===== config.mk =====
export PLATFORM = sky130hd
export DESIGN_NAME = ffba_cell
export DESIGN_NICKNAME = d
export VERILOG_FILES = /design/src/hw/rtl/first_fit_block_allocator_defines.svh /design/src/hw/rtl/ffba_pkg.sv /design/src/hw/rtl/ffba_cell.sv
export SDC_FILE = /design/constraint.sdc
export NUM_CORES = 1
export LEC_CHECK = 0
export BUFFER_PORTS_ARGS = -buffer_cell sky130_fd_sc_hd__buf_2
export CORE_ASPECT_RATIO = 1.1
export CORE_MARGIN = 8
export CORE_UTILIZATION = 30
export CTS_CLUSTER_SIZE = 30
export DETAILED_ROUTE_END_ITERATION = 12
export PLACE_DENSITY = 0.68
export SYNTH_ARGS = -nofsm -noshare
export SYNTH_HDL_FRONTEND = slang
export SYNTH_SLANG_ARGS = --single-unit

===== constraint.sdc =====
create_clock -name clk -period 2.2 [get_ports clk]
set_input_delay 0.11 -clock clk [delete_from_list [all_inputs] [get_ports clk]]
set_output_delay 0.11 -clock clk [all_outputs]
set_load 0.05 [all_outputs]

===== src/hw/rtl/first_fit_block_allocator_defines.svh =====
// ----------------------------------------------------------------------------
// First-fit block allocator assertion macros
// Shared property forms for the allocator's concurrent checks.
// ----------------------------------------------------------------------------
`ifndef FIRST_FIT_BLOCK_ALLOCATOR_DEFINES_SVH
`define FIRST_FIT_BLOCK_ALLOCATOR_DEFINES_SVH

// The consequent must hold in the same cycle as the trigger.
`define FFBA_ASSERT_SAME(lbl, trig, cons, msg) \
	lbl: assert property (@(posedge clk) disable iff (!arst_n) (trig) |-> (cons)) \
		else $error(msg);

// The consequent must hold in the cycle after the trigger.
`define FFBA_ASSERT_NEXT(lbl, trig, cons, msg) \
	lbl: assert property (@(posedge clk) disable iff (!arst_n) (trig) |=> (cons)) \
		else $error(msg);

`endif


===== src/hw/rtl/ffba_pkg.sv =====
// ----------------------------------------------------------------------------
// First-fit block allocator package
// Defaults, codes, sequencer states and the control word for the cell row.
// ----------------------------------------------------------------------------
package ffba_pkg;

	localparam int MAX_BLOCKS_DEF   = 64;
	localparam int HEADER_BYTES_DEF = 16;
	localparam int ADDR_BITS_DEF    = 24;

	localparam int KIB_W      = 15;
	localparam int THR_W      = 16;
	localparam int CFG_W      = 16;
	localparam int CFG_IDX_W  = 1;
	localparam int KIB_SHIFT  = 10;

	localparam logic [KIB_W-1:0] HEAP_KIB_RST = 15'd1024;
	localparam logic [THR_W-1:0] SPLIT_THR_RST = 16'd16;

	localparam logic [CFG_IDX_W-1:0] REG_HEAP_KIB  = 1'b0;
	localparam logic [CFG_IDX_W-1:0] REG_SPLIT_THR = 1'b1;

	typedef enum logic [1:0] {
		ACT_ALLOC  = 2'd0,
		ACT_FREE   = 2'd1,
		ACT_RESIZE = 2'd2,
		ACT_STATS  = 2'd3
	} action_t;

	typedef enum logic [1:0] {
		STS_OK       = 2'd0,
		STS_NO_FIT   = 2'd1,
		STS_NO_BLOCK = 2'd2
	} status_t;

	typedef enum logic [2:0] {
		S_IDLE,
		S_FIND,
		S_FIT,
		S_APPLY,
		S_RELEASE,
		S_DONE
	} state_t;

	typedef struct packed {
		logic init;
		logic scan_start;
		logic scan_step;
		logic fit_mode;
		logic split;
		logic take;
		logic rel;
	} cell_ctrl_t;

endpackage


===== src/hw/rtl/ffba_cell.sv =====
// ----------------------------------------------------------------------------
// First-fit block allocator table cell
// Holds one table entry and one scan token; shifts from its lower neighbour
// when a split inserts an entry below it.
// ----------------------------------------------------------------------------
module ffba_cell import ffba_pkg::*; #(
	parameter int ADDR_BITS = ADDR_BITS_DEF,
	parameter int HEADER_BYTES = HEADER_BYTES_DEF,
	parameter logic HEAD = 1'b0,
	parameter logic [ADDR_BITS-1:0] RST_SIZE = '0
) (
	input  logic                 clk,
	input  logic                 arst_n,
	input  cell_ctrl_t           ctrl,
	input  logic [ADDR_BITS-1:0] req_size,
	input  logic [ADDR_BITS-1:0] addr,
	input  logic [ADDR_BITS-1:0] init_size,
	input  logic [ADDR_BITS-1:0] split_start,
	input  logic [ADDR_BITS-1:0] split_size,
	input  logic                 prev_valid,
	input  logic [ADDR_BITS-1:0] prev_start,
	input  logic [ADDR_BITS-1:0] prev_size,
	input  logic                 prev_free,
	input  logic                 prev_token,
	input  logic                 prev_seen,
	output logic                 valid,
	output logic [ADDR_BITS-1:0] start,
	output logic [ADDR_BITS-1:0] size,
	output logic                 free,
	output logic                 token,
	output logic                 seen,
	output logic                 hit
);

	localparam logic [ADDR_BITS-1:0] HDR = ADDR_BITS'(HEADER_BYTES);

	logic                 valid_q;
	logic [ADDR_BITS-1:0] start_q;
	logic [ADDR_BITS-1:0] size_q;
	logic                 free_q;
	logic                 token_q;
	logic                 seen_q;
	logic [ADDR_BITS-1:0] data_off;
	logic                 cond;

	always_comb begin
		data_off = start_q + HDR;
		if (ctrl.fit_mode) begin
			cond = free_q && (size_q >= req_size);
		end else begin
			cond = (data_off == addr);
		end
		hit = token_q & valid_q & cond;
	end

	always_ff @(posedge clk or negedge arst_n) begin
		if (!arst_n) begin
			valid_q <= HEAD;
			start_q <= '0;
			size_q  <= RST_SIZE;
			free_q  <= HEAD;
			token_q <= 1'b0;
			seen_q  <= 1'b0;
		end else if (ctrl.init) begin
			valid_q <= HEAD;
			start_q <= '0;
			size_q  <= HEAD ? init_size : '0;
			free_q  <= HEAD;
			token_q <= 1'b0;
			seen_q  <= 1'b0;
		end else begin
			if (ctrl.scan_start) begin
				token_q <= HEAD;
				seen_q  <= HEAD;
			end else if (ctrl.scan_step) begin
				token_q <= prev_token;
				seen_q  <= seen_q | prev_token;
			end
			if (ctrl.split) begin
				if (token_q) begin
					size_q <= req_size;
					free_q <= 1'b0;
				end else if (prev_token) begin
					valid_q <= 1'b1;
					start_q <= split_start;
					size_q  <= split_size;
					free_q  <= 1'b1;
				end else if (!prev_seen) begin
					valid_q <= prev_valid;
					start_q <= prev_start;
					size_q  <= prev_size;
					free_q  <= prev_free;
				end
			end
			if (ctrl.take && token_q) begin
				free_q <= 1'b0;
			end
			if (ctrl.rel && token_q) begin
				free_q <= 1'b1;
			end
		end
	end

	assign valid = valid_q;
	assign start = start_q;
	assign size  = size_q;
	assign free  = free_q;
	assign token = token_q;
	assign seen  = seen_q;

endmodule


==> results.yml, run 1 <==
status:
  status: "complete, but fails checks"
  failed_checks: "setup timing"
synth:
  syn_nets: 688
  synth.top_cells.by_count: "56 x nand2_1, 52 x dfrtp_1, 50 x mux2i_1, 50 x o31ai_1, 33 x a21oi_1"
  async_flop_share_pct: 100
  synth-seq-cells: 52
  synthTopCellsByArea: "dfrtp_1 31%, mux2i_1 12%, o31ai_1 9.1%"
  syn_inst: 482
  yosysMostFrequentCell: "nand2_1"
  synth-main-ff-cell: "dfrtp_1"
  synth.distinct_cells: 50
  ys.warnings.count: 0
  synth_edf_count: 0
  synth-seq-area-share_pct: 31.5
  synth_top_cell_by_area: "dfrtp_1"
  synth.avg_cell_area_sq_um: 8.58
  synth_area_sq_um: 4140
  synth_top_area_share_pct: 31.5
setup_path:
  critPathRequiredTime_ns: 2.09
  cpMaxStageDelayCell: "dfrtp_2"
  startpoint: "start[7]"
  crit_fanout: 6
  cp-end-kind: "output port"
  path_cells: "buf_4 > and3_1 > nand3_2 > mux2_4 > nor4_2 > o2111ai_2 > o31ai_4 > buf_6"
  max_stage_delay_ns: 0.45
  cp.arrival_ns: 2.40
  rr_startpoint: "token"
  path_class: "reg -> out"
  ff2ff_path_depth: 5
  start_kind: "register"
global_route:
  grt_pass1_wl_um: 23700
  grt_start_max_net_pins: 57
  grt_pass1_vias: 4535
  antenna_found_initial: 2
  grt.total_usage_pct: 16.7
  grt-ovfl-total: 0
drt:
  drc: 0
  wl_per_cell_um: 16.7
  ant_nets: 0
  vias_per_cell: 4.89
  drt_iter0_drc: 243
  dr.pass1.iters: 4
  vias: 4441
  drt-total-wl_um: 15100
placement:
  io_buffers: 209
  pre_cts_ws_ns: -0.204
  gp_congestion: 0.929
  place_hpwl_um: 12400
final_layout:
  area_growth_syn_to_layout_pct: 44.9
  nets: 925
  drive_above_1_share_pct: 43.1
  finish.utilization_pct: 44.0
  n_antenna_cell: 0
timing:
  post-route-period-util_pct: 114
  skew_ns: 0.00380
  maxSlewViolCount: 0
  fin_ws_ns: -0.313
  worst-slew-pin-transition_ns: 0.712
  max_slew_margin_pct: 52.5
  fmax_mhz: 398
  rsz0062_at_grt: "yes"
  min_period_ns: 2.51
  finalSetupViolCount: 1
  finalHoldViolations: 0
floorplanning:
  fp-row-count: 45
  io_pins: 234
  die_height_um: 139
  dieArea_sq_um: 17800
  start_util_pct: 30.4
  die_w_um: 128
  core_area_sq_um: 13600
clock_tree:
  clk_latency_ns: 0.29
  htreeDepth: 2
  cts_root_buf: "clkbuf_16"
  cts.sinks: 52
  cts_setup_buffers: 0
  numCtsBuffers: 5
  path_clk_slew_ns: 0.07
  cts.path.max_buffers: 2
  cts_tree: "built"
min_path:
  worstHoldStart: "prev_valid"
  hold_path.class: "in -> reg"
  hold_depth: 3
power:
  leakagePower_uw: 0.00305
  ir_drop_mv: 0.319
  p_per_area_nw_per_um2: 542
flow_run:
  drv_cap: 0
-- per-stage QoR --
stage | power [uW] | hold WS (ns) | area [sq um] | cells | setup TNS [ns]
2_1_floorplan | 1940 | -0.186 | 4220 | 482 | -0.265
3_5_place_dp | 2440 | 0.200 | 5790 | 899 | -0.204
4_1_cts | 3290 | 0.116 | 5990 | 908 | -0.324
5_1_grt | 3450 | 0.135 | 6000 | 908 | -0.420
3_3_place_gp | 2420 | 0.189 | 5790 | 899 | -0.184
6_report | 3250 | 0.125 | 6000 | 908 | -0.313
-- worst max-delay path, delay by kind of cell, from the launching register on --
kind / cells / cell delay [ns]
mux: 1 / 0.30
buf+inv: 2 / 0.34
simple gates: 3 / 0.56
flops: 1 / 0.45
compound gates: 2 / 0.45
-- repair_timing --
action | 4_1_cts | 5_1_grt
hold buffers | 2 | 0
gates resized for setup | 10 | 2
setup endpoints to repair | 1 | 1
endpoints found under the hold margin | 30 | 0
pin swaps | 7 | 0
-- final timing paths --
check	end	slack, ns
max	hit	-0.31
min	valid	0.12
max reg2reg	size[11]	0.36
min reg2reg	size[9]	0.51
max in group asynchronous	start[13]	0.94
min in group asynchronous	start[3]	0.42
-- registers in the layout (all words and copies together) (netlist names) --
name,cells
free,1
seen,1
size,24
start,24
token,1
valid,1
-- layout by cell type, fill, tap and decap left out, types with 3 or more instances in the layout --
cell type    n
buf_2      207
nand2_1     56
buf_4       51
mux2i_1     50
o31ai_1     49
dfrtp_1     35
a21oi_1     33
nor2_1      31
inv_1       28
ha_1        24
dfrtp_2     17
xnor2_1     16
xor2_1      12
o21ai_0     11
nand3_1      9
nand4_1      7
nor3_1       7
o211ai_1     6
nor2b_1      5
clkbuf_16    5
nand3b_1     3
nor4_1       3
nor4_2       3
and4_1       3
-- cells by family after synthesis --
logic type | synth area share [%]
AOI/OAI and AO/OA | 19.1
xor gates and xnor gates | 6.35
adders and majority gates | 7.56
buffers and inverters | 5.69
DFF | 31.5
muxes | 12.5
and+or+nand+nor | 17.4
-- power breakdown --
part           switching [uW]  internal, uW  total, uW
clock network             367           454        821
logic                     815           483       1300
registers                82.3          1050       1130
total                    1260          1990       3250
-- per-layer routing --
metal,track usage [%],wire [um]
met1,19.4,6110
met2,28.6,7450
met3,5.46,1290
met4,4.20,271
met5,0,26
-- cell type report --
class                           instances  area [sq um]
Clock buffer                            6           139
Timing Repair Buffer                  262          1470
Clock inverter                          2          15.0
Inverter                               28           105
Tap cell                              188           235
Sequential cell                        52          1320
Fill cell                            1409          7630
Multi-Input combinational cell        370          2710
(Power assumes the default switching activity.)
==> run 2, diff against run 1 <==
Clock period 2.2 ns to 2.5 ns, I/O delays scaled along.
==> results.yml, run 2 (synthesis gave the netlist of run 1 again) <==
status:
  status: "complete, but fails checks"
  failed_checks: "setup timing"
timing:
  worst-slew-pin-transition_ns: 0.716
  fmax_mhz: 387
  post-route-period-util_pct: 103
  rsz0062_at_grt: "yes"
  min_period_ns: 2.58
  fin_ws_ns: -0.0830
  max_slew_margin_pct: 52.3
  maxSlewViolCount: 0
  finalSetupTns_ns: -0.0830
  finalSetupViolCount: 1
  skew_ns: 0.0109
  finalHoldViolations: 0
final_layout:
  fin_area_sq_um: 5860
  n_antenna_cell: 0
  fin_cells: 883
  area_growth_syn_to_layout_pct: 41.7
  final_cell_mix: "207 x buf_2, 56 x nand2_1, 50 x mux2i_1"
  final_common_cell: "buf_2"
  nets: 900
  fill_cells: 1458
  drive_above_1_share_pct: 41.4
  multi_input_comb_area_sq_um: 2740
  seq_area_sq_um: 1320
drt:
  drc: 0
  dr.pass1.iters: 5
  ant_nets: 0
  drt-total-wl_um: 14900
  wl_per_cell_um: 16.9
  drt_iter0_drc: 296
  vias: 4352
  vias_per_cell: 4.93
clock_tree:
  htreeDepth: 2
  numCtsBuffers: 5
  path_clk_slew_ns: 0.08
  cts_tree: "built"
  cts.sinks: 52
  clk_latency_ns: 0.30
  cts_root_buf: "clkbuf_16"
  cts.path.max_buffers: 2
floorplanning:
  core_area_sq_um: 13600
  die_w_um: 128
  fp-row-count: 45
  io_pins: 234
  start_util_pct: 30.4
  dieArea_sq_um: 17800
  die_height_um: 139
global_route:
  antenna_found_initial: 0
  grt_start_max_net_pins: 54
  grt_pass1_wl_um: 23500
  grt.total_usage_pct: 16.5
  grt_pass1_vias: 4522
  grt-ovfl-total: 0
setup_path:
  crit_fanout: 4
  r2r_end: "size[13]"
  cp-end-kind: "output port"
  critPathRequiredTime_ns: 2.38
  start_kind: "register"
  crit_end: "hit"
  ff2ff_path_depth: 5
  rr_startpoint: "token"
  cp.arrival_ns: 2.46
  r2r_setup_slack_ns: 0.96
  path_class: "reg -> out"
  startpoint: "start[4]"
power:
  p_per_area_nw_per_um2: 501
  leakagePower_uw: 0.00293
  ir_drop_mv: 0.359
min_path:
  hold_path.class: "in -> reg"
flow_run:
  drv_cap: 0
placement:
  place_hpwl_um: 12000
  gp_congestion: 0.881
  dp_cells: 868
  placed_area_sq_um: 5550
  io_buffers: 209
-- run 2: changes by cell type in the layout (fill, tap and decap cells not counted), sizes merged --
cell	before	now
buf	260	235
bufinv	0	1
clkinvlp	2	0
clkinv	0	1
-- run 2: repair_timing --
| item | in CTS | in global routing |
|---|---|---|
| setup endpoints to repair | 1 | 1 |
| hold buffers | 2 | 0 |
| cloned | 0 | 0 |
| gates resized for setup | 11 | 4 |
| buffers inserted | 6 | 0 |
| pin swaps | 12 | 5 |
| hold endpoints to repair | 38 | 0 |
-- run 2: worst min path at each step --
stage | start | end | depth (start not counted)
5_1_grt | prev_valid | valid | 3
4_1_cts | prev_valid | valid | 3
2_1_floorplan | arst_n | free | 0
3_5_place_dp | arst_n | start[9] | 2
3_3_place_gp | arst_n | start[10] | 2
6_report | prev_valid | valid | 3
-- run 2: layer usage --
metal / track usage [%] / share of wire [%] / wire (um) / vias to the layer above
li1: - / - / - / 2159
met3: 5.08 / 8.8 / 1320 / 22
met4: 5.08 / 2.4 / 354 / 0
met1: 18.4 / 39 / 5890 / 2002
met5: 0 / 0 / 0 / -
met2: 29.1 / 49 / 7360 / 169
-- run 2: area by class of cell --
type | count | area share [%]
clock inverter | 2 | 0.662
timing repair buffer | 237 | 21.9
inverter | 28 | 1.79
clock buffer | 6 | 2.37
sequential | 52 | 22.6
multi-input combinational | 370 | 46.7
tap | 188 | 4.01
-- run 2: per-stage QoR --
stage / setup slack, ns / utilization, % / hold WS (ns) / total power (uW)
after global routing: -0.214 / 43.0 / 0.112 / 3100
final: -0.0830 / 43.0 / 0.0978 / 2940
after global placement: 0.0416 / 40.8 / 0.308 / 2080
after CTS: -0.0590 / 42.8 / 0.0910 / 2970
after floorplan: 0.0200 / - / -0.171 / 1700
after detailed placement: 0.0507 / 40.8 / 0.311 / 2100
-- run 2: critical path, stage by stage (launching register included) --
cell,delay [ns]
dfrtp_2,0.44
buf_4,0.16
xor2_2,0.15
nand3_2,0.10
a2111oi_4,0.28
nand4_1,0.14
nor4_2,0.26
o2111ai_2,0.17
o31ai_4,0.27
buf_6,0.19
-- run 2: report_power, final --
group	total [uW]	switching, uW	internal (uW)
sequential	1010	86.4	924
combinational	1090	693	397
clock	839	336	503
